`config.mk`:
```
export PLATFORM = sky130hd
export DESIGN_NAME = digital_io_event_node
export DESIGN_NICKNAME = d
export VERILOG_FILES = /design/src/hw/rtl/dioe_pkg.sv /design/src/hw/rtl/digital_io_event_node.sv /design/src/hw/rtl/dioe_pin_store.sv
export SDC_FILE = /design/constraint.sdc
export NUM_CORES = 1
export LEC_CHECK = 0
export BUFFER_PORTS_ARGS = -buffer_cell sky130_fd_sc_hd__clkbuf_2
export CELL_PAD_IN_SITES_DETAIL_PLACEMENT = 0
export CELL_PAD_IN_SITES_GLOBAL_PLACEMENT = 1
export CORE_AREA = 2 2 214 216
export DETAILED_ROUTE_END_ITERATION = 8
export DIE_AREA = 0 0 216 218
export PLACE_DENSITY_LB_ADDON = 0.2
export SYNTH_ARGS = -nofsm -noshare
export SYNTH_HDL_FRONTEND = slang
export SYNTH_SLANG_ARGS = --single-unit
export TNS_END_PERCENT = 30
```
`constraint.sdc`:
```
create_clock -name aclk -period 10.99 [get_ports aclk]
set_input_delay 2.198 -clock aclk [delete_from_list [all_inputs] [get_ports aclk]]
set_output_delay 2.198 -clock aclk [all_outputs]
set_load 0.02 [all_outputs]
```
`src/hw/rtl/dioe_pkg.sv`:
```
// Shared types, codes and helpers for the digital I/O event node.
// No dependencies; imported by dioe_pin_store and digital_io_event_node.
package dioe_pkg;

    localparam int DEF_NUM_INPUTS  = 8;
    localparam int DEF_NUM_OUTPUTS = 8;
    localparam int MAX_RES         = 16;
    localparam int SAMPLE_W        = 8;

    // item kinds
    localparam logic [1:0] KIND_SCAN  = 2'd0;
    localparam logic [1:0] KIND_READ  = 2'd1;
    localparam logic [1:0] KIND_WRITE = 2'd2;

    // result kinds
    localparam logic [1:0] RES_EVENT = 2'd0;
    localparam logic [1:0] RES_READ  = 2'd1;
    localparam logic [1:0] RES_ACK   = 2'd2;

    // event types
    localparam logic [2:0] EV_NONE   = 3'd0;
    localparam logic [2:0] EV_BUTTON = 3'd0;
    localparam logic [2:0] EV_ON     = 3'd1;
    localparam logic [2:0] EV_OFF    = 3'd2;
    localparam logic [2:0] EV_OPENED = 3'd3;
    localparam logic [2:0] EV_CLOSED = 3'd4;

    // register map regions
    localparam logic [2:0] RG_IN_LEVEL  = 3'd0;
    localparam logic [2:0] RG_IN_FLAGS  = 3'd1;
    localparam logic [2:0] RG_IN_ZONE   = 3'd2;
    localparam logic [2:0] RG_IN_SUB    = 3'd3;
    localparam logic [2:0] RG_OUT_LEVEL = 3'd4;
    localparam logic [2:0] RG_OUT_FLAGS = 3'd5;
    localparam logic [2:0] RG_OUT_SUB   = 3'd6;
    localparam logic [2:0] RG_NONE      = 3'd7;

    // bit positions in the flag bytes of the register map
    localparam int B_LVL  = 0;
    localparam int B_INV  = 1;
    localparam int B_DOOR = 4;
    localparam int B_OFF  = 5;
    localparam int B_ON   = 6;
    localparam int B_BTN  = 7;

    // bit positions in stored input flags
    localparam int FI_INV  = 0;
    localparam int FI_DOOR = 1;
    localparam int FI_OFF  = 2;
    localparam int FI_ON   = 3;
    localparam int FI_BTN  = 4;

    // bit positions in stored output flags
    localparam int FO_INV = 0;
    localparam int FO_OFF = 1;
    localparam int FO_ON  = 2;

    localparam logic [4:0] IN_FLAGS_RST  = 5'b11101;
    localparam logic [2:0] OUT_FLAGS_RST = 3'b110;
    localparam logic [7:0] ZONE_RST      = 8'h00;

    typedef struct packed {
        logic       level;
        logic [4:0] flags;
        logic [7:0] zone;
        logic [7:0] subzone;
    } in_ent_t;

    typedef struct packed {
        logic       level;
        logic [2:0] flags;
        logic [7:0] subzone;
    } out_ent_t;

    typedef struct packed {
        logic [1:0] kind_res;
        logic [7:0] pin_drive;
        logic [7:0] read_data;
        logic [7:0] event_subzone;
        logic [7:0] event_zone;
        logic       event_data;
        logic [2:0] event_type;
    } res_t;

    function automatic int idx_w(input int n);
        return (n > 1) ? $clog2(n) : 1;
    endfunction

    function automatic logic [4:0] in_flags_from_byte(input logic [7:0] b);
        logic [4:0] f;
        f          = '0;
        f[FI_INV]  = b[B_INV];
        f[FI_DOOR] = b[B_DOOR];
        f[FI_OFF]  = b[B_OFF];
        f[FI_ON]   = b[B_ON];
        f[FI_BTN]  = b[B_BTN];
        return f;
    endfunction

    function automatic logic [7:0] in_flags_to_byte(input logic [4:0] f);
        logic [7:0] b;
        b         = '0;
        b[B_INV]  = f[FI_INV];
        b[B_DOOR] = f[FI_DOOR];
        b[B_OFF]  = f[FI_OFF];
        b[B_ON]   = f[FI_ON];
        b[B_BTN]  = f[FI_BTN];
        return b;
    endfunction

    function automatic logic [2:0] out_flags_from_byte(input logic [7:0] b);
        logic [2:0] f;
        f         = '0;
        f[FO_INV] = b[B_INV];
        f[FO_OFF] = b[B_OFF];
        f[FO_ON]  = b[B_ON];
        return f;
    endfunction

    // invert bit is not reported on reads
    function automatic logic [7:0] out_read_byte(input logic lvl, input logic [2:0] f);
        logic [7:0] b;
        b        = '0;
        b[B_LVL] = lvl;
        b[B_OFF] = f[FO_OFF];
        b[B_ON]  = f[FO_ON];
        return b;
    endfunction

    function automatic res_t mk_res(input logic [1:0] kr, input logic [2:0] et,
                                    input logic ed, input logic [7:0] ez,
                                    input logic [7:0] es, input logic [7:0] rd,
                                    input logic [7:0] drv);
        res_t r;
        r.kind_res      = kr;
        r.event_type    = et;
        r.event_data    = ed;
        r.event_zone    = ez;
        r.event_subzone = es;
        r.read_data     = rd;
        r.pin_drive     = drv;
        return r;
    endfunction

endpackage

```
`src/hw/rtl/digital_io_event_node.sv`:
```
// Digital I/O event node: top level, item sequencer and result stream.
// Each pin costs a memory read, an evaluate step, a check step and one put step per event.
// One item at a time; the next item is taken while the last result waits; a busy
// result port stalls the put and flush steps.
// Reset (aresetn, synchronous) clears control, drive levels and entry valid bits.
module digital_io_event_node
    import dioe_pkg::*;
#(
    parameter int NUM_INPUTS  = DEF_NUM_INPUTS,
    parameter int NUM_OUTPUTS = DEF_NUM_OUTPUTS
) (
    input  logic        aclk,
    input  logic        aresetn,
    input  logic        s_axis_tvalid,
    output logic        s_axis_tready,
    input  logic [23:0] s_axis_tdata,   // pin_samples, reg_address, write_data
    input  logic [1:0]  s_axis_tuser,   // kind
    output logic        m_axis_tvalid,
    input  logic        m_axis_tready,
    // event_type, event_data, event_zone, event_subzone, read_data, pin_drive
    output logic [39:0] m_axis_tdata,
    output logic [1:0]  m_axis_tuser,   // kind_res
    output logic        m_axis_tlast,
    input  logic        cfg_valid,
    output logic        cfg_ready,
    input  logic [7:0]  cfg_data
);

    localparam int IIW = idx_w(NUM_INPUTS);
    localparam int OIW = idx_w(NUM_OUTPUTS);
    localparam int XW  = (IIW > OIW) ? IIW : OIW;
    localparam int CW  = $clog2(MAX_RES + 1);

    localparam logic [7:0] A_IF  = 8'(NUM_INPUTS);
    localparam logic [7:0] A_IZ  = 8'(2 * NUM_INPUTS);
    localparam logic [7:0] A_IS  = 8'(3 * NUM_INPUTS);
    localparam logic [7:0] A_OL  = 8'(4 * NUM_INPUTS);
    localparam logic [7:0] A_OF  = 8'(4 * NUM_INPUTS + NUM_OUTPUTS);
    localparam logic [7:0] A_OS  = 8'(4 * NUM_INPUTS + 2 * NUM_OUTPUTS);
    localparam logic [7:0] A_END = 8'(4 * NUM_INPUTS + 3 * NUM_OUTPUTS);

    localparam logic [2:0] S_IDLE  = 3'd0;
    localparam logic [2:0] S_RD    = 3'd1;
    localparam logic [2:0] S_EVAL  = 3'd2;
    localparam logic [2:0] S_PUT   = 3'd3;
    localparam logic [2:0] S_FLUSH = 3'd4;

    logic [2:0]             state_reg, state_next;
    logic [1:0]             op_reg, op_next;
    logic [7:0]             samp_reg, samp_next;
    logic [7:0]             wdat_reg, wdat_next;
    logic [2:0]             rgn_reg, rgn_next;
    logic [XW-1:0]          idx_reg, idx_next;
    logic [CW-1:0]          cnt_reg, cnt_next;
    logic                   pa_v_reg, pa_v_next;
    res_t                   pa_reg, pa_next;
    logic                   pb_v_reg, pb_v_next;
    res_t                   pb_reg, pb_next;
    logic                   pend_v_reg, pend_v_next;
    res_t                   pend_reg, pend_next;
    logic                   mv_reg, mv_next;
    res_t                   mres_reg, mres_next;
    logic                   mlast_reg, mlast_next;
    logic [NUM_OUTPUTS-1:0] drive_reg, drive_next;
    logic [7:0]             zone_reg, zone_next;

    logic                   in_we;
    in_ent_t                in_wdata;
    in_ent_t                in_rd;
    logic                   out_we;
    out_ent_t               out_wdata;
    out_ent_t               out_rd;

    logic [7:0]             a8;
    logic [2:0]             dec_rgn;
    logic [7:0]             dec_base;
    logic                   out_free;
    logic                   s_fire;

    dioe_pin_store #(
        .NUM_INPUTS  (NUM_INPUTS),
        .NUM_OUTPUTS (NUM_OUTPUTS)
    ) u_store (
        .aclk        (aclk),
        .aresetn     (aresetn),
        .in_rd_idx   (idx_reg[IIW-1:0]),
        .in_wr_en    (in_we),
        .in_wr_idx   (idx_reg[IIW-1:0]),
        .in_wr_data  (in_wdata),
        .in_rd_data  (in_rd),
        .out_rd_idx  (idx_reg[OIW-1:0]),
        .out_wr_en   (out_we),
        .out_wr_idx  (idx_reg[OIW-1:0]),
        .out_wr_data (out_wdata),
        .out_rd_data (out_rd)
    );

    assign s_axis_tready = (state_reg == S_IDLE);
    assign s_fire        = s_axis_tvalid && s_axis_tready;
    assign out_free      = !mv_reg || m_axis_tready;
    assign cfg_ready     = 1'b1;

    assign m_axis_tvalid = mv_reg;
    assign m_axis_tuser  = mres_reg.kind_res;
    assign m_axis_tlast  = mlast_reg;
    assign m_axis_tdata  = {4'b0, mres_reg.pin_drive, mres_reg.read_data,
                            mres_reg.event_subzone, mres_reg.event_zone,
                            mres_reg.event_data, mres_reg.event_type};

    // address decode
    always_comb begin
        a8 = {1'b0, s_axis_tdata[14:8]};
        if (a8 < A_IF) begin
            dec_rgn = RG_IN_LEVEL;  dec_base = 8'd0;
        end else if (a8 < A_IZ) begin
            dec_rgn = RG_IN_FLAGS;  dec_base = A_IF;
        end else if (a8 < A_IS) begin
            dec_rgn = RG_IN_ZONE;   dec_base = A_IZ;
        end else if (a8 < A_OL) begin
            dec_rgn = RG_IN_SUB;    dec_base = A_IS;
        end else if (a8 < A_OF) begin
            dec_rgn = RG_OUT_LEVEL; dec_base = A_OL;
        end else if (a8 < A_OS) begin
            dec_rgn = RG_OUT_FLAGS; dec_base = A_OF;
        end else if (a8 < A_END) begin
            dec_rgn = RG_OUT_SUB;   dec_base = A_OS;
        end else begin
            dec_rgn = RG_NONE;      dec_base = 8'd0;
        end
    end

    always_comb begin
        logic [7:0] pin8;
        logic       raw;
        logic       ns;
        logic       lvl;
        logic [2:0] oflags;
        logic [7:0] rdval;
        res_t       put_res;

        state_next  = state_reg;
        op_next     = op_reg;
        samp_next   = samp_reg;
        wdat_next   = wdat_reg;
        rgn_next    = rgn_reg;
        idx_next    = idx_reg;
        cnt_next    = cnt_reg;
        pa_v_next   = pa_v_reg;
        pa_next     = pa_reg;
        pb_v_next   = pb_v_reg;
        pb_next     = pb_reg;
        pend_v_next = pend_v_reg;
        pend_next   = pend_reg;
        mv_next     = mv_reg;
        mres_next   = mres_reg;
        mlast_next  = mlast_reg;
        drive_next  = drive_reg;
        zone_next   = zone_reg;
        in_we       = 1'b0;
        in_wdata    = in_rd;
        out_we      = 1'b0;
        out_wdata   = out_rd;
        pin8        = 8'(idx_reg);
        raw         = 1'b0;
        ns          = 1'b0;
        lvl         = wdat_reg[B_LVL];
        oflags      = out_rd.flags;
        rdval       = 8'd0;
        put_res     = pa_v_reg ? pa_reg : pb_reg;

        if (cfg_valid) begin
            zone_next = cfg_data;
        end

        if (mv_reg && m_axis_tready) begin
            mv_next = 1'b0;
        end

        case (state_reg)
            S_IDLE: begin
                if (s_fire) begin
                    if (s_axis_tuser == KIND_SCAN || s_axis_tuser == KIND_READ ||
                        s_axis_tuser == KIND_WRITE) begin
                        op_next    = s_axis_tuser;
                        samp_next  = s_axis_tdata[7:0];
                        wdat_next  = s_axis_tdata[22:15];
                        rgn_next   = dec_rgn;
                        idx_next   = (s_axis_tuser == KIND_SCAN) ? '0
                                                                 : XW'(a8 - dec_base);
                        cnt_next   = '0;
                        state_next = S_RD;
                    end
                end
            end
            S_RD: begin
                state_next = S_EVAL;
            end
            S_EVAL: begin
                pa_v_next  = 1'b0;
                pb_v_next  = 1'b0;
                state_next = S_PUT;
                case (op_reg)
                    KIND_SCAN: begin
                        raw = (pin8 < 8'(SAMPLE_W)) ? samp_reg[pin8[2:0]] : 1'b0;
                        ns  = raw ^ in_rd.flags[FI_INV];
                        if (ns != in_rd.level) begin
                            in_we          = 1'b1;
                            in_wdata.level = ns;
                            pa_v_next      = in_rd.flags[FI_BTN];
                            pa_next = mk_res(RES_EVENT, EV_BUTTON, ns, in_rd.zone,
                                             in_rd.subzone, 8'd0, 8'(drive_reg));
                            pb_v_next = ns ? in_rd.flags[FI_ON] : in_rd.flags[FI_OFF];
                            pb_next = mk_res(RES_EVENT,
                                             in_rd.flags[FI_DOOR]
                                                 ? (ns ? EV_OPENED : EV_CLOSED)
                                                 : (ns ? EV_ON : EV_OFF),
                                             1'b0, in_rd.zone, in_rd.subzone, 8'd0,
                                             8'(drive_reg));
                        end
                    end
                    KIND_READ: begin
                        case (rgn_reg)
                            RG_IN_LEVEL:  rdval = {7'd0, in_rd.level};
                            RG_IN_FLAGS:  rdval = in_flags_to_byte(in_rd.flags);
                            RG_IN_ZONE:   rdval = in_rd.zone;
                            RG_IN_SUB:    rdval = in_rd.subzone;
                            RG_OUT_LEVEL: rdval = {7'd0, out_rd.level};
                            RG_OUT_FLAGS: rdval = out_read_byte(out_rd.level, out_rd.flags);
                            RG_OUT_SUB:   rdval = out_rd.subzone;
                            default:      rdval = 8'd0;
                        endcase
                        pa_v_next = 1'b1;
                        pa_next   = mk_res(RES_READ, EV_NONE, 1'b0, 8'd0, 8'd0, rdval,
                                           8'(drive_reg));
                    end
                    default: begin
                        case (rgn_reg)
                            RG_IN_FLAGS: begin
                                in_we          = 1'b1;
                                in_wdata.flags = in_flags_from_byte(wdat_reg);
                            end
                            RG_IN_ZONE: begin
                                in_we         = 1'b1;
                                in_wdata.zone = wdat_reg;
                            end
                            RG_IN_SUB: begin
                                in_we            = 1'b1;
                                in_wdata.subzone = wdat_reg;
                            end
                            RG_OUT_LEVEL, RG_OUT_FLAGS: begin
                                if (rgn_reg == RG_OUT_FLAGS) begin
                                    oflags = out_flags_from_byte(wdat_reg);
                                end
                                out_we          = 1'b1;
                                out_wdata.level = lvl;
                                out_wdata.flags = oflags;
                                drive_next[idx_reg[OIW-1:0]] = lvl ^ oflags[FO_INV];
                                pa_v_next = (lvl != out_rd.level) &&
                                            (lvl ? oflags[FO_ON] : oflags[FO_OFF]);
                            end
                            RG_OUT_SUB: begin
                                out_we            = 1'b1;
                                out_wdata.subzone = wdat_reg;
                            end
                            default: begin
                            end
                        endcase
                        pa_next   = mk_res(RES_EVENT, lvl ? EV_ON : EV_OFF, 1'b0, zone_reg,
                                           out_rd.subzone, 8'd0, 8'(drive_next));
                        pb_v_next = 1'b1;
                        pb_next   = mk_res(RES_ACK, EV_NONE, 1'b0, 8'd0, 8'd0, 8'd0,
                                           8'(drive_next));
                    end
                endcase
            end
            S_PUT: begin
                if (pa_v_reg || pb_v_reg) begin
                    if (cnt_reg >= CW'(MAX_RES)) begin
                        if (pa_v_reg) pa_v_next = 1'b0;
                        else          pb_v_next = 1'b0;
                    end else if (!pend_v_reg || out_free) begin
                        if (pa_v_reg) pa_v_next = 1'b0;
                        else          pb_v_next = 1'b0;
                        if (pend_v_reg) begin
                            mv_next    = 1'b1;
                            mres_next  = pend_reg;
                            mlast_next = 1'b0;
                        end
                        pend_v_next = 1'b1;
                        pend_next   = put_res;
                        cnt_next    = cnt_reg + CW'(1);
                    end
                end else if (op_reg == KIND_SCAN && idx_reg != XW'(NUM_INPUTS - 1)) begin
                    idx_next   = idx_reg + XW'(1);
                    state_next = S_RD;
                end else begin
                    state_next = S_FLUSH;
                end
            end
            S_FLUSH: begin
                if (!pend_v_reg) begin
                    state_next = S_IDLE;
                end else if (out_free) begin
                    mv_next     = 1'b1;
                    mres_next   = pend_reg;
                    mlast_next  = 1'b1;
                    pend_v_next = 1'b0;
                    state_next  = S_IDLE;
                end
            end
            default: begin
                state_next = S_IDLE;
            end
        endcase
    end

    always_ff @(posedge aclk) begin
        if (!aresetn) begin
            state_reg  <= S_IDLE;
            cnt_reg    <= '0;
            pa_v_reg   <= 1'b0;
            pb_v_reg   <= 1'b0;
            pend_v_reg <= 1'b0;
            mv_reg     <= 1'b0;
            drive_reg  <= '0;
            zone_reg   <= ZONE_RST;
        end else begin
            state_reg  <= state_next;
            cnt_reg    <= cnt_next;
            pa_v_reg   <= pa_v_next;
            pb_v_reg   <= pb_v_next;
            pend_v_reg <= pend_v_next;
            mv_reg     <= mv_next;
            drive_reg  <= drive_next;
            zone_reg   <= zone_next;
        end
    end

    always_ff @(posedge aclk) begin
        op_reg    <= op_next;
        samp_reg  <= samp_next;
        wdat_reg  <= wdat_next;
        rgn_reg   <= rgn_next;
        idx_reg   <= idx_next;
        pa_reg    <= pa_next;
        pb_reg    <= pb_next;
        pend_reg  <= pend_next;
        mres_reg  <= mres_next;
        mlast_reg <= mlast_next;
    end

endmodule

```
`src/hw/rtl/dioe_pin_store.sv`:
```
// Per-pin state memories (input and output entries) with a registered read port.
// Entries never written read back as their reset values. Uses dioe_pkg.
module dioe_pin_store
    import dioe_pkg::*;
#(
    parameter int NUM_INPUTS  = DEF_NUM_INPUTS,
    parameter int NUM_OUTPUTS = DEF_NUM_OUTPUTS
) (
    input  logic                             aclk,
    input  logic                             aresetn,
    input  logic [idx_w(NUM_INPUTS)-1:0]     in_rd_idx,
    input  logic                             in_wr_en,
    input  logic [idx_w(NUM_INPUTS)-1:0]     in_wr_idx,
    input  in_ent_t                          in_wr_data,
    output in_ent_t                          in_rd_data,
    input  logic [idx_w(NUM_OUTPUTS)-1:0]    out_rd_idx,
    input  logic                             out_wr_en,
    input  logic [idx_w(NUM_OUTPUTS)-1:0]    out_wr_idx,
    input  out_ent_t                         out_wr_data,
    output out_ent_t                         out_rd_data
);

    localparam int IIW = idx_w(NUM_INPUTS);
    localparam int OIW = idx_w(NUM_OUTPUTS);

    in_ent_t                  in_mem_reg [NUM_INPUTS];
    logic [NUM_INPUTS-1:0]    in_vld_reg;
    in_ent_t                  in_q_reg;
    logic                     in_q_vld_reg;
    logic [IIW-1:0]           in_q_idx_reg;

    out_ent_t                 out_mem_reg [NUM_OUTPUTS];
    logic [NUM_OUTPUTS-1:0]   out_vld_reg;
    out_ent_t                 out_q_reg;
    logic                     out_q_vld_reg;
    logic [OIW-1:0]           out_q_idx_reg;

    always_ff @(posedge aclk) begin
        if (in_wr_en) begin
            in_mem_reg[in_wr_idx] <= in_wr_data;
        end
        in_q_reg     <= in_mem_reg[in_rd_idx];
        in_q_idx_reg <= in_rd_idx;
        if (out_wr_en) begin
            out_mem_reg[out_wr_idx] <= out_wr_data;
        end
        out_q_reg     <= out_mem_reg[out_rd_idx];
        out_q_idx_reg <= out_rd_idx;
    end

    always_ff @(posedge aclk) begin
        if (!aresetn) begin
            in_vld_reg    <= '0;
            out_vld_reg   <= '0;
            in_q_vld_reg  <= 1'b0;
            out_q_vld_reg <= 1'b0;
        end else begin
            if (in_wr_en) begin
                in_vld_reg[in_wr_idx] <= 1'b1;
            end
            if (out_wr_en) begin
                out_vld_reg[out_wr_idx] <= 1'b1;
            end
            in_q_vld_reg  <= in_vld_reg[in_rd_idx];
            out_q_vld_reg <= out_vld_reg[out_rd_idx];
        end
    end

    always_comb begin
        if (in_q_vld_reg) begin
            in_rd_data = in_q_reg;
        end else begin
            in_rd_data.level   = 1'b0;
            in_rd_data.flags   = IN_FLAGS_RST;
            in_rd_data.zone    = ZONE_RST;
            in_rd_data.subzone = 8'(in_q_idx_reg) + 8'd1;
        end
        if (out_q_vld_reg) begin
            out_rd_data = out_q_reg;
        end else begin
            out_rd_data.level   = 1'b0;
            out_rd_data.flags   = OUT_FLAGS_RST;
            out_rd_data.subzone = 8'(out_q_idx_reg) + 8'd1;
        end
    end

endmodule
```
# Word level (Yosys, flattened, before mapping)
# Memory sizes are Yosys's and may differ from the RTL's. A register that Yosys moved wholly into a read port is not among the register bits.
# Index checks and enable logic that the tools add are counted.
[word_totals]
output_inout_bits = 46
ramBits = 272
input_bits = 39
register_bits = 226
memories = 2
wordCells = 260
[classes]
n_eq_ne = 29
n_addsub = 4
order_cmp = 10
reduce_logical = 36
bitwise = 7
muxes = 123
[memory_table]
columns = ["memory", "depth", "word_bits", "rd", "rd_clocked_by_memory_dff", "wr", "line", "rtl"]
rows = [
  ["u_store.in_mem_reg", 8, 22, 1, 1, 1, "dioe_pin_store.sv:26", "in_ent_t in_mem_reg [NUM_INPUTS];"],
  ["u_store.out_mem_reg", 8, 12, 1, 1, 1, "dioe_pin_store.sv:32", "out_ent_t out_mem_reg [NUM_OUTPUTS];"],
]
[ops]
columns = ["operator", "count"]
rows = [
  ["$mux 38", 9],
  ["$pmux 38 s2", 3],
  ["$mux 3", 23],
  ["$pmux 8 s7", 1],
  ["$mux 1", 48],
  ["$mux 22", 2],
  ["$mux 12", 3],
  ["$mux 8", 4],
  ["$mux 5", 6],
  ["$lt 7x6->1 const B", 4],
  ["$mux 21", 1],
  ["$ne 2x2->1 const B", 9],
  ["$or 8x8->8", 2],
  ["$pmux 1 s2", 8],
  ["$pmux 3 s5", 1],
  ["$lt 7x5->1 const B", 2],
  ["$eq 3x2->1 const B", 4],
  ["$eq 3x3->1 const B", 4],
  ["$mux 2", 6],
  ["$reduce_and 4->1", 3],
  ["$pmux 5 s2", 1],
  ["$bmux 1 s3", 3],
  ["$ne 3x3->1 const B", 3],
  ["$reduce_and 3->1", 3],
  ["other kinds (32)", 56],
]

# Logic depth before layout (Yosys ltp)
# Gate-level depths: netlist of run 1.
[logic_depth]
ltp_word = 12
mapped_depth = 8
depth_no_buf = 6

# Hierarchy
# From an unflattened synthesis of run 1, not the netlist that was laid out.
[hier_totals]
cells_unflattened = 1155
hier_area_um2 = 20618.5
[by_module_without_submodules]
columns = ["module", "seq_area_each_um2", "n_inst", "area_each_um2", "cells_per_inst"]
rows = [
  ["dioe_pin_store", 9328.9, 1, 12206.7, 560],
  ["digital_io_event_node", 5515.3, 1, 8411.8, 595],
]

# Worst setup path after synthesis of run 1
# OpenSTA, ideal clock, no wires.
[synth_timing]
kind = "in2reg"
startpoint = "input m_axis_tready"
endpoint = "register cnt_reg[2]"
t_arrival_ns = 5.369
required_ns = 10.874
setup_ns = 0.116
slack_ns = 5.506
cell_stages = 5
path_buffers = 0
cell_sequence = "and3b_1 -> nor4_2 -> o21ai_0 -> xor2_1 -> nor2_1"
[synth_via]
elab_chain_cells = 4
[synth_lines]
columns = ["element", "line", "rtl"]
rows = [
  ["start, declared", "digital_io_event_node.sv:19", "input logic m_axis_tready,"],
  ["$logic_or 1x1->1", "digital_io_event_node.sv:100", "assign out_free = !mv_reg || m_axis_tready;"],
  ["$logic_or 1x1->1", "digital_io_event_node.sv:281", "end else if (!pend_v_reg || out_free) begin"],
  ["$ne 2x2->1 (no source line)", "-", ""],
  ["$reduce_and 6->1 (no source line)", "-", ""],
  ["end signal, assigned", "digital_io_event_node.sv:329", "cnt_reg <= cnt_next;"],
  ["end, declared", "digital_io_event_node.sv:54", "logic [CW-1:0] cnt_reg, cnt_next;"],
]
# No other way between the ends.
# A chain may end at the register's enable or synchronous reset.

# Final worst setup path of run 1
[layout_timing]
startpoint = "register state_reg[0]"
endpoint = "output s_axis_tready"
[layout_via]
elab_chain_cells = 1
[layout_lines]
columns = ["element", "line", "rtl"]
rows = [
  ["start, declared", "digital_io_event_node.sv:48", "logic [2:0] state_reg, state_next;"],
  ["start signal, assigned", "digital_io_event_node.sv:328", "state_reg <= state_next;"],
  ["$logic_not 3->1", "digital_io_event_node.sv:98", "assign s_axis_tready = (state_reg == S_IDLE);"],
  ["end, declared", "digital_io_event_node.sv:15", "output logic s_axis_tready,"],
]
# No other way between the ends.

==> out/qor.yml, run 1 <==
status: "finished clean"
yosys.area.top_type_share_pct: 65.6
finalWeightedCongestion: 0.811
wire_per_inst_um: 24.7
layout_area_growth_over_synthesis_pct: 14.7
count_of_unresolved_drc_violations_after_routing: 0
finalSetupTns_ns: 0
synthesis_warnings: 0
cellPowerDensity_nw_per_um2: 194
clock_tree_from_tritoncts: "built"
reg_to_reg_startpoint: "idx_reg[1]"
netlist_top_cells_area: "sky130_fd_sc_hd__edfxtp_1 (66%), sky130_fd_sc_hd__dfxtp_1 (8.3%), sky130_fd_sc_hd__mux2_2 (2.5%)"
final_nets: 1457
postCtsResizedCells: 0
floorplan.die_area_um2: 47100
drt_iter0_markers: 1035
final_hold_viol_count: 0
clkLatencyLatePin_ns: 0.60
yosys_most_used_dff: "sky130_fd_sc_hd__edfxtp_1"
die_y_um: 218
ant_nets: 0
synthArstFlopShare_pct: 0
actual_slew_at_the_worst_max_slew_pin_ns: 1.20
setup.worst_path.start_class: "flop"
io-pin-count: 85
largest_area_contributor_in_the_synthesized_netlist: "sky130_fd_sc_hd__edfxtp_1"
grt_pass1_vias: 11410
synth.yosys.seq_area_share_pct: 73.9
cts_max_path_buffers: 3
hold_path_end: "m_axis_tdata[5]"
endpoints_failing_setup: 0
synth.cell_area_um2: 20000
cts_root_buf: "sky130_fd_sc_hd__clkbuf_16"
synthTopCellsByCount: "sky130_fd_sc_hd__edfxtp_1 (437), sky130_fd_sc_hd__dfxtp_1 (83), sky130_fd_sc_hd__nand2_1 (77), sky130_fd_sc_hd__o21ai_0 (74), sky130_fd_sc_hd__nor2_1 (71)"
number_of_library_cell_types_mapped_by_synthesis: 69
core_area_um2: 44900
cts_hold_repair.buffers: 0
tritoncts.num_buffers: 53
vdd.ir_drop.worst_uv: 112
initial_utilization_pct: 44.6
dr_total_vias: 11752
num-fill-cells: 3784
timing.final.crit_share_pct: 35.0
worstPathMaxFanout: 10
grt_pass1_wl_mm: 74.7
reg2reg_slack_ns: 7.47
rsz0062_at_grt: "no"
worstReg2RegEnd: "u_store.out_mem_reg[6][6]"
preCtsSetupSlack_ns: 7.12
insertedDiodeCount: 0
timing.hold.worst.class: "flop to flop"
grt_use_total_pct: 21.7
post-cts-setup-buffer-count: 0
maxCapViolations: 0
rows: 78
die_width_um: 216
clkSlewWorstSetupHoldPaths_ns: 0.06
synthCells: 1320
largest_register_ffs: 176
max_slew_margin_pct: 19.7
timing.hold.worst_path_depth: 0
io_buffers: 78
layout_setup_ws_ns: 7.14
critPathKind: "flop to output port"
postSynthRegisterBits: 520
critical_path_arrival_ns: 1.65
leakagePower_nw: 7.72
post_synth.cell_area_avg_um2: 15.2
fmax_mhz: 260
rr_worst_depth: 4
final_layout_size_suffix_gt1_share_pct: 20.1
globalRoute.totalOverflow: 0
hold_start: "pend_reg[5]"
final.setup_skew_ns: 0.0251
cts.htree.levels: 2
final-max-slew-violation-count: 0
setup.worst_path.end_class: "output port"
sinks_on_clock_net: 520
dpl.hpwl_mm: 31.7
vias_per_cell: 5.72
detailedRoute.firstPassIterationCount: 5
worst-endpoint-required_ns: 8.79
antenna_found_initial: 1
grt_start_max_net_pins: 45
route.final.wire_length_mm: 50.7
timing.final.crit_period_ns: 3.85
number_of_flops_mapped_to_enable_cells_by_yosys: 437
post-synth-top-count-cell: "sky130_fd_sc_hd__edfxtp_1"
-- how the worst max path moves through the flow --
stage	startpoint	endpoint	cells after the start
floorplan	m_axis_tready	cnt_reg[2]	5
global placement	aresetn	state_reg[1]	3
detailed placement	aresetn	state_reg[1]	3
CTS	state_reg[0]	s_axis_tready	3
global route	state_reg[0]	s_axis_tready	3
finish	state_reg[0]	s_axis_tready	3
-- routing by layer --
layer | share of wire [%] | track usage [%] | up-vias
met3 | 5.9 | 3.56 | 80
met5 | 0 | 0 | -
met1 | 45 | 30.2 | 5963
met2 | 47 | 35.2 | 389
met4 | 2.5 | 6.39 | 0
li1 | - | - | 5320
-- power by group --
group / switching, mW / internal (mW) / leakage, nW
registers: 0.0540 / 2.22 / 4.51
clock network: 0.742 / 1.02 / 0.843
logic: 0.284 / 0.137 / 2.37
total: 1.08 / 3.38 / 7.72
-- cells in the final DEF, fill, tap and decap left out, drive strengths merged, types with 34 or more instances in the layout --
| cell type | netlist | layout |
|---|---|---|
| nor2 | 71 | 71 |
| buf | 20 | 37 |
| nand2 | 77 | 77 |
| mux2 | 46 | 46 |
| mux2i | 34 | 34 |
| clkbuf | 60 | 148 |
| dfxtp | 83 | 83 |
| o21ai | 82 | 82 |
| a221oi | 35 | 35 |
| a21oi | 42 | 42 |
| edfxtp | 437 | 437 |
| a22oi | 52 | 52 |
-- worst max-delay path, stage by stage, from the launching register on --
cell and delay [ns]:
sky130_fd_sc_hd__dfxtp_1 0.40, sky130_fd_sc_hd__or3_1 0.42, sky130_fd_sc_hd__inv_1 0.08, sky130_fd_sc_hd__clkbuf_2 0.17
-- stage by stage --
step / instance area [um^2] / utilization [%] / total power [mW] / cells / hold slack (ns)
floorplan: 20000 / - / 2.56 / 1323 / 0.400
global placement: 21200 / 47.3 / 2.73 / 1958 / 0.403
detailed placement: 21200 / 47.3 / 2.74 / 1958 / 0.405
CTS: 22900 / 51.1 / 4.50 / 2056 / 0.419
global route: 22900 / 51.1 / 4.61 / 2056 / 0.421
finish: 22900 / 51.1 / 4.46 / 2056 / 0.414
-- logic make-up after synthesis --
group                      count (synthesis)  share of synthesized area [%]
AOI/OAI and AO/OA                        319                           11.1
xor gates and xnor gates                   8                          0.519
adders and majority gates                  5                          0.313
buffers and inverters                     94                           1.93
DFF                                      520                           73.9
muxes                                     86                           5.00
other                                      2                         0.0375
and+or+nand+nor                          286                           7.15
-- final cells by class --
class                   instances  area, um^2  area share (%)
repair buffers                115         668            2.91
clock inverters                28         239            1.04
flip-flops and latches        520       14800            64.4
clock buffers                  70        1480            6.46
well taps                     600         751            3.27
inverters                      14        52.6           0.229
multi-input cells             709        4970            21.7
No activity file was read; power rests on OpenSTA's default activity.
==> run 2, diff against run 1 <==
==> constraint.sdc (replaced) <==
create_clock -name aclk -period 4 [get_ports aclk]
set_input_delay 0.8 -clock aclk [delete_from_list [all_inputs] [get_ports aclk]]
set_output_delay 0.8 -clock aclk [all_outputs]
set_load 0.02 [all_outputs]
==> run 2 against run 1 <==
- worst setup slack lost 6.2 ns
- critical path depth grew 3
- count of clock-buffer cells in the layout grew 1
- power grew to 2.7 times the previous value
- die area is the same
- register-to-register slack lost 6.5 ns
- sequential power grew to 2.8 times the previous value
- sequential share of layout area shrank 0.39 points
- combinational power grew to 2.8 times the previous value
- via count is essentially flat
- clock power grew to 2.7 times the previous value
- largest cell class unchanged
==> out/qor.yml, run 2 (synthesis gave the netlist of run 1 again) <==
status: "finished clean"
floorplan.die_area_um2: 47100  # unchanged
final_nets: 1480  # +1.6%
setup.worst_path.start_class: "flop"
tritoncts.num_buffers: 54  # +1.9%
timing.final.crit_share_pct: 75.8
insertedDiodeCount: 0  # unchanged
sinks_on_clock_net: 520  # unchanged
grt_pass1_vias: 11474  # +0.56%
cts_hold_repair.buffers: 0  # unchanged
actual_slew_at_the_worst_max_slew_pin_ns: 1.09  # -0.104 ns
route.final.wire_length_mm: 50.0  # -1.5%
grt_use_total_pct: 21.4  # -0.28 points
rr_worst_depth: 6  # +2
ant_nets: 0  # unchanged
largest_register_ffs: 176  # unchanged
vias_per_cell: 5.65  # -1.1%
endpoints_failing_setup: 0  # unchanged
layout_area_growth_over_synthesis_pct: 15.4
rows: 78  # unchanged
worstReg2RegEnd: "u_store.in_mem_reg[6][3]"
reg_to_reg_startpoint: "idx_reg[0]"
postCtsResizedCells: 0  # unchanged
startpoint: "idx_reg[0]"
dpl.hpwl_mm: 31.8  # +0.43%
antenna_found_initial: 1  # unchanged
post-cts-setup-buffer-count: 0  # unchanged
die_width_um: 216  # unchanged
final_layout_size_suffix_gt1_share_pct: 20.5  # +0.40 points
initial_utilization_pct: 44.6  # unchanged
clkLatencyLatePin_ns: 0.61  # about the same
dp.cells: 1980  # +1.1%
grt_start_max_net_pins: 41  # -8.9%
cts.htree.levels: 2  # unchanged
io_buffers: 78  # unchanged
layout.cells.most_common: "sky130_fd_sc_hd__edfxtp_1"
core_area_um2: 44900  # unchanged
cts_max_path_buffers: 3  # unchanged
critical_path_arrival_ns: 3.34  # +1.69 ns
clock_tree_from_tritoncts: "built"
num-fill-cells: 3803  # +0.50%
grt_pass1_wl_mm: 74.0  # -0.92%
count_of_unresolved_drc_violations_after_routing: 0  # unchanged
setup.worst_path.end_class: "flop"
timing.hold.worst.class: "input pin to flop"
reg2reg_slack_ns: 0.97  # -6.50 ns
dr_total_vias: 11759  # +0.060%
maxCapViolations: 0  # unchanged
worst-endpoint-required_ns: 4.30  # -4.49 ns
die_y_um: 218  # unchanged
final_hold_viol_count: 0  # unchanged
wire_per_inst_um: 24.0  # -2.7%
worstPathMaxFanout: 22  # +12
finalWeightedCongestion: 0.828  # +2.1%
clkSlewWorstSetupHoldPaths_ns: 0.06  # about the same
multi_input_comb_area_um2: 4950  # -0.45%
min_hold_slack_ns: 0.367  # -0.0470 ns
critPathKind: "flop to flop"
detailedRoute.firstPassIterationCount: 5  # unchanged
final-max-slew-violation-count: 0  # unchanged
drt_iter0_markers: 927  # -10%
max_slew_margin_pct: 26.6  # +6.9 points
final.setup_skew_ns: 0.0204  # -0.00478 ns
cts_root_buf: "sky130_fd_sc_hd__clkbuf_16"
vdd.ir_drop.worst_uv: 287  # +160%
globalRoute.totalOverflow: 0  # unchanged
timing.final.crit_period_ns: 3.03
io-pin-count: 85  # unchanged
setup.worst_path.end: "u_store.in_mem_reg[6][3]"
seqCellArea_um2: 14800  # unchanged
postLayoutCellArea_um2: 23100  # +0.62%
fmax_mhz: 330
dpl_cell_area_um2: 21400  # +0.73%
cellPowerDensity_nw_per_um2: 530  # +170%
most-common-layout-cells: "sky130_fd_sc_hd__edfxtp_1 (437), sky130_fd_sc_hd__dfxtp_1 (83), sky130_fd_sc_hd__clkbuf_2 (78)"
leakagePower_nw: 7.84  # +1.6%
rsz0062_at_grt: "no"
instances_no_fill: 2081  # +1.2%
finalSetupTns_ns: 0  # unchanged
==> run 2: cell count changes in the layout (fill, tap and decap cells not counted), sizes merged <==
cell      before  now
inv           20   17
clkinv        15   23
clkbuf       148  149
clkinvlp       4    1
buf           37   59
==> run 2: layer usage <==
metal / global-route usage (%) / part of all wire, % / up-vias
met5: 0 / 0 / -
met4: 6.89 / 2.8 / 0
met1: 29.0 / 43 / 5878
li1: - / - / 5362
met3: 4.55 / 7.4 / 90
met2: 34.7 / 47 / 429
==> run 2: power by group <==
group	internal [mW]	switching [mW]
clock	2.77	2.04
combinational	0.392	0.764
sequential	6.11	0.155
==> run 2: worst max-delay path, stage by stage (launching register included) <==
cell and delay (ns):
sky130_fd_sc_hd__edfxtp_1 0.43, sky130_fd_sc_hd__mux4_1 0.56, sky130_fd_sc_hd__mux2_4 0.34, sky130_fd_sc_hd__xnor3_2 0.48, sky130_fd_sc_hd__a21boi_4 0.55, sky130_fd_sc_hd__nor3_4 0.04
sky130_fd_sc_hd__buf_4 0.28
==> run 2: layout make-up <==
class                      count  share of cell area (%)
timing repair buffer         137                    3.66
inverter                      14                   0.228
sequential                   520                    64.0
clock buffer                  71                    6.35
multi-input combinational    709                    21.4
tap                          600                    3.25
clock inverter                30                    1.05
==> run 2: worst min path at each step <==
| stage | start | cells after the start | to | slack [ns] |
|---|---|---|---|---|
| floorplan | pend_reg[0] | 0 | m_axis_tdata[0] | 0.40 |
| global placement | pend_reg[20] | 0 | m_axis_tdata[20] | 0.40 |
| detailed placement | pend_reg[22] | 0 | m_axis_tdata[22] | 0.40 |
| CTS | s_axis_tdata[18] | 1 | wdat_reg[3] | 0.33 |
| global route | s_axis_tdata[19] | 1 | wdat_reg[4] | 0.35 |
| finish | s_axis_tdata[1] | 1 | samp_reg[1] | 0.37 |
==> run 2: metrics by stage <==
step | utilization, % | setup WS, ns | power, mW
after floorplan | - | 0.268 | 7.04
after global placement | 47.6 | 0.988 | 7.52
after detailed placement | 47.6 | 0.973 | 7.53
after CTS | 51.4 | 0.955 | 12.3
after global routing | 51.4 | 0.848 | 12.6
final | 51.4 | 0.970 | 12.2
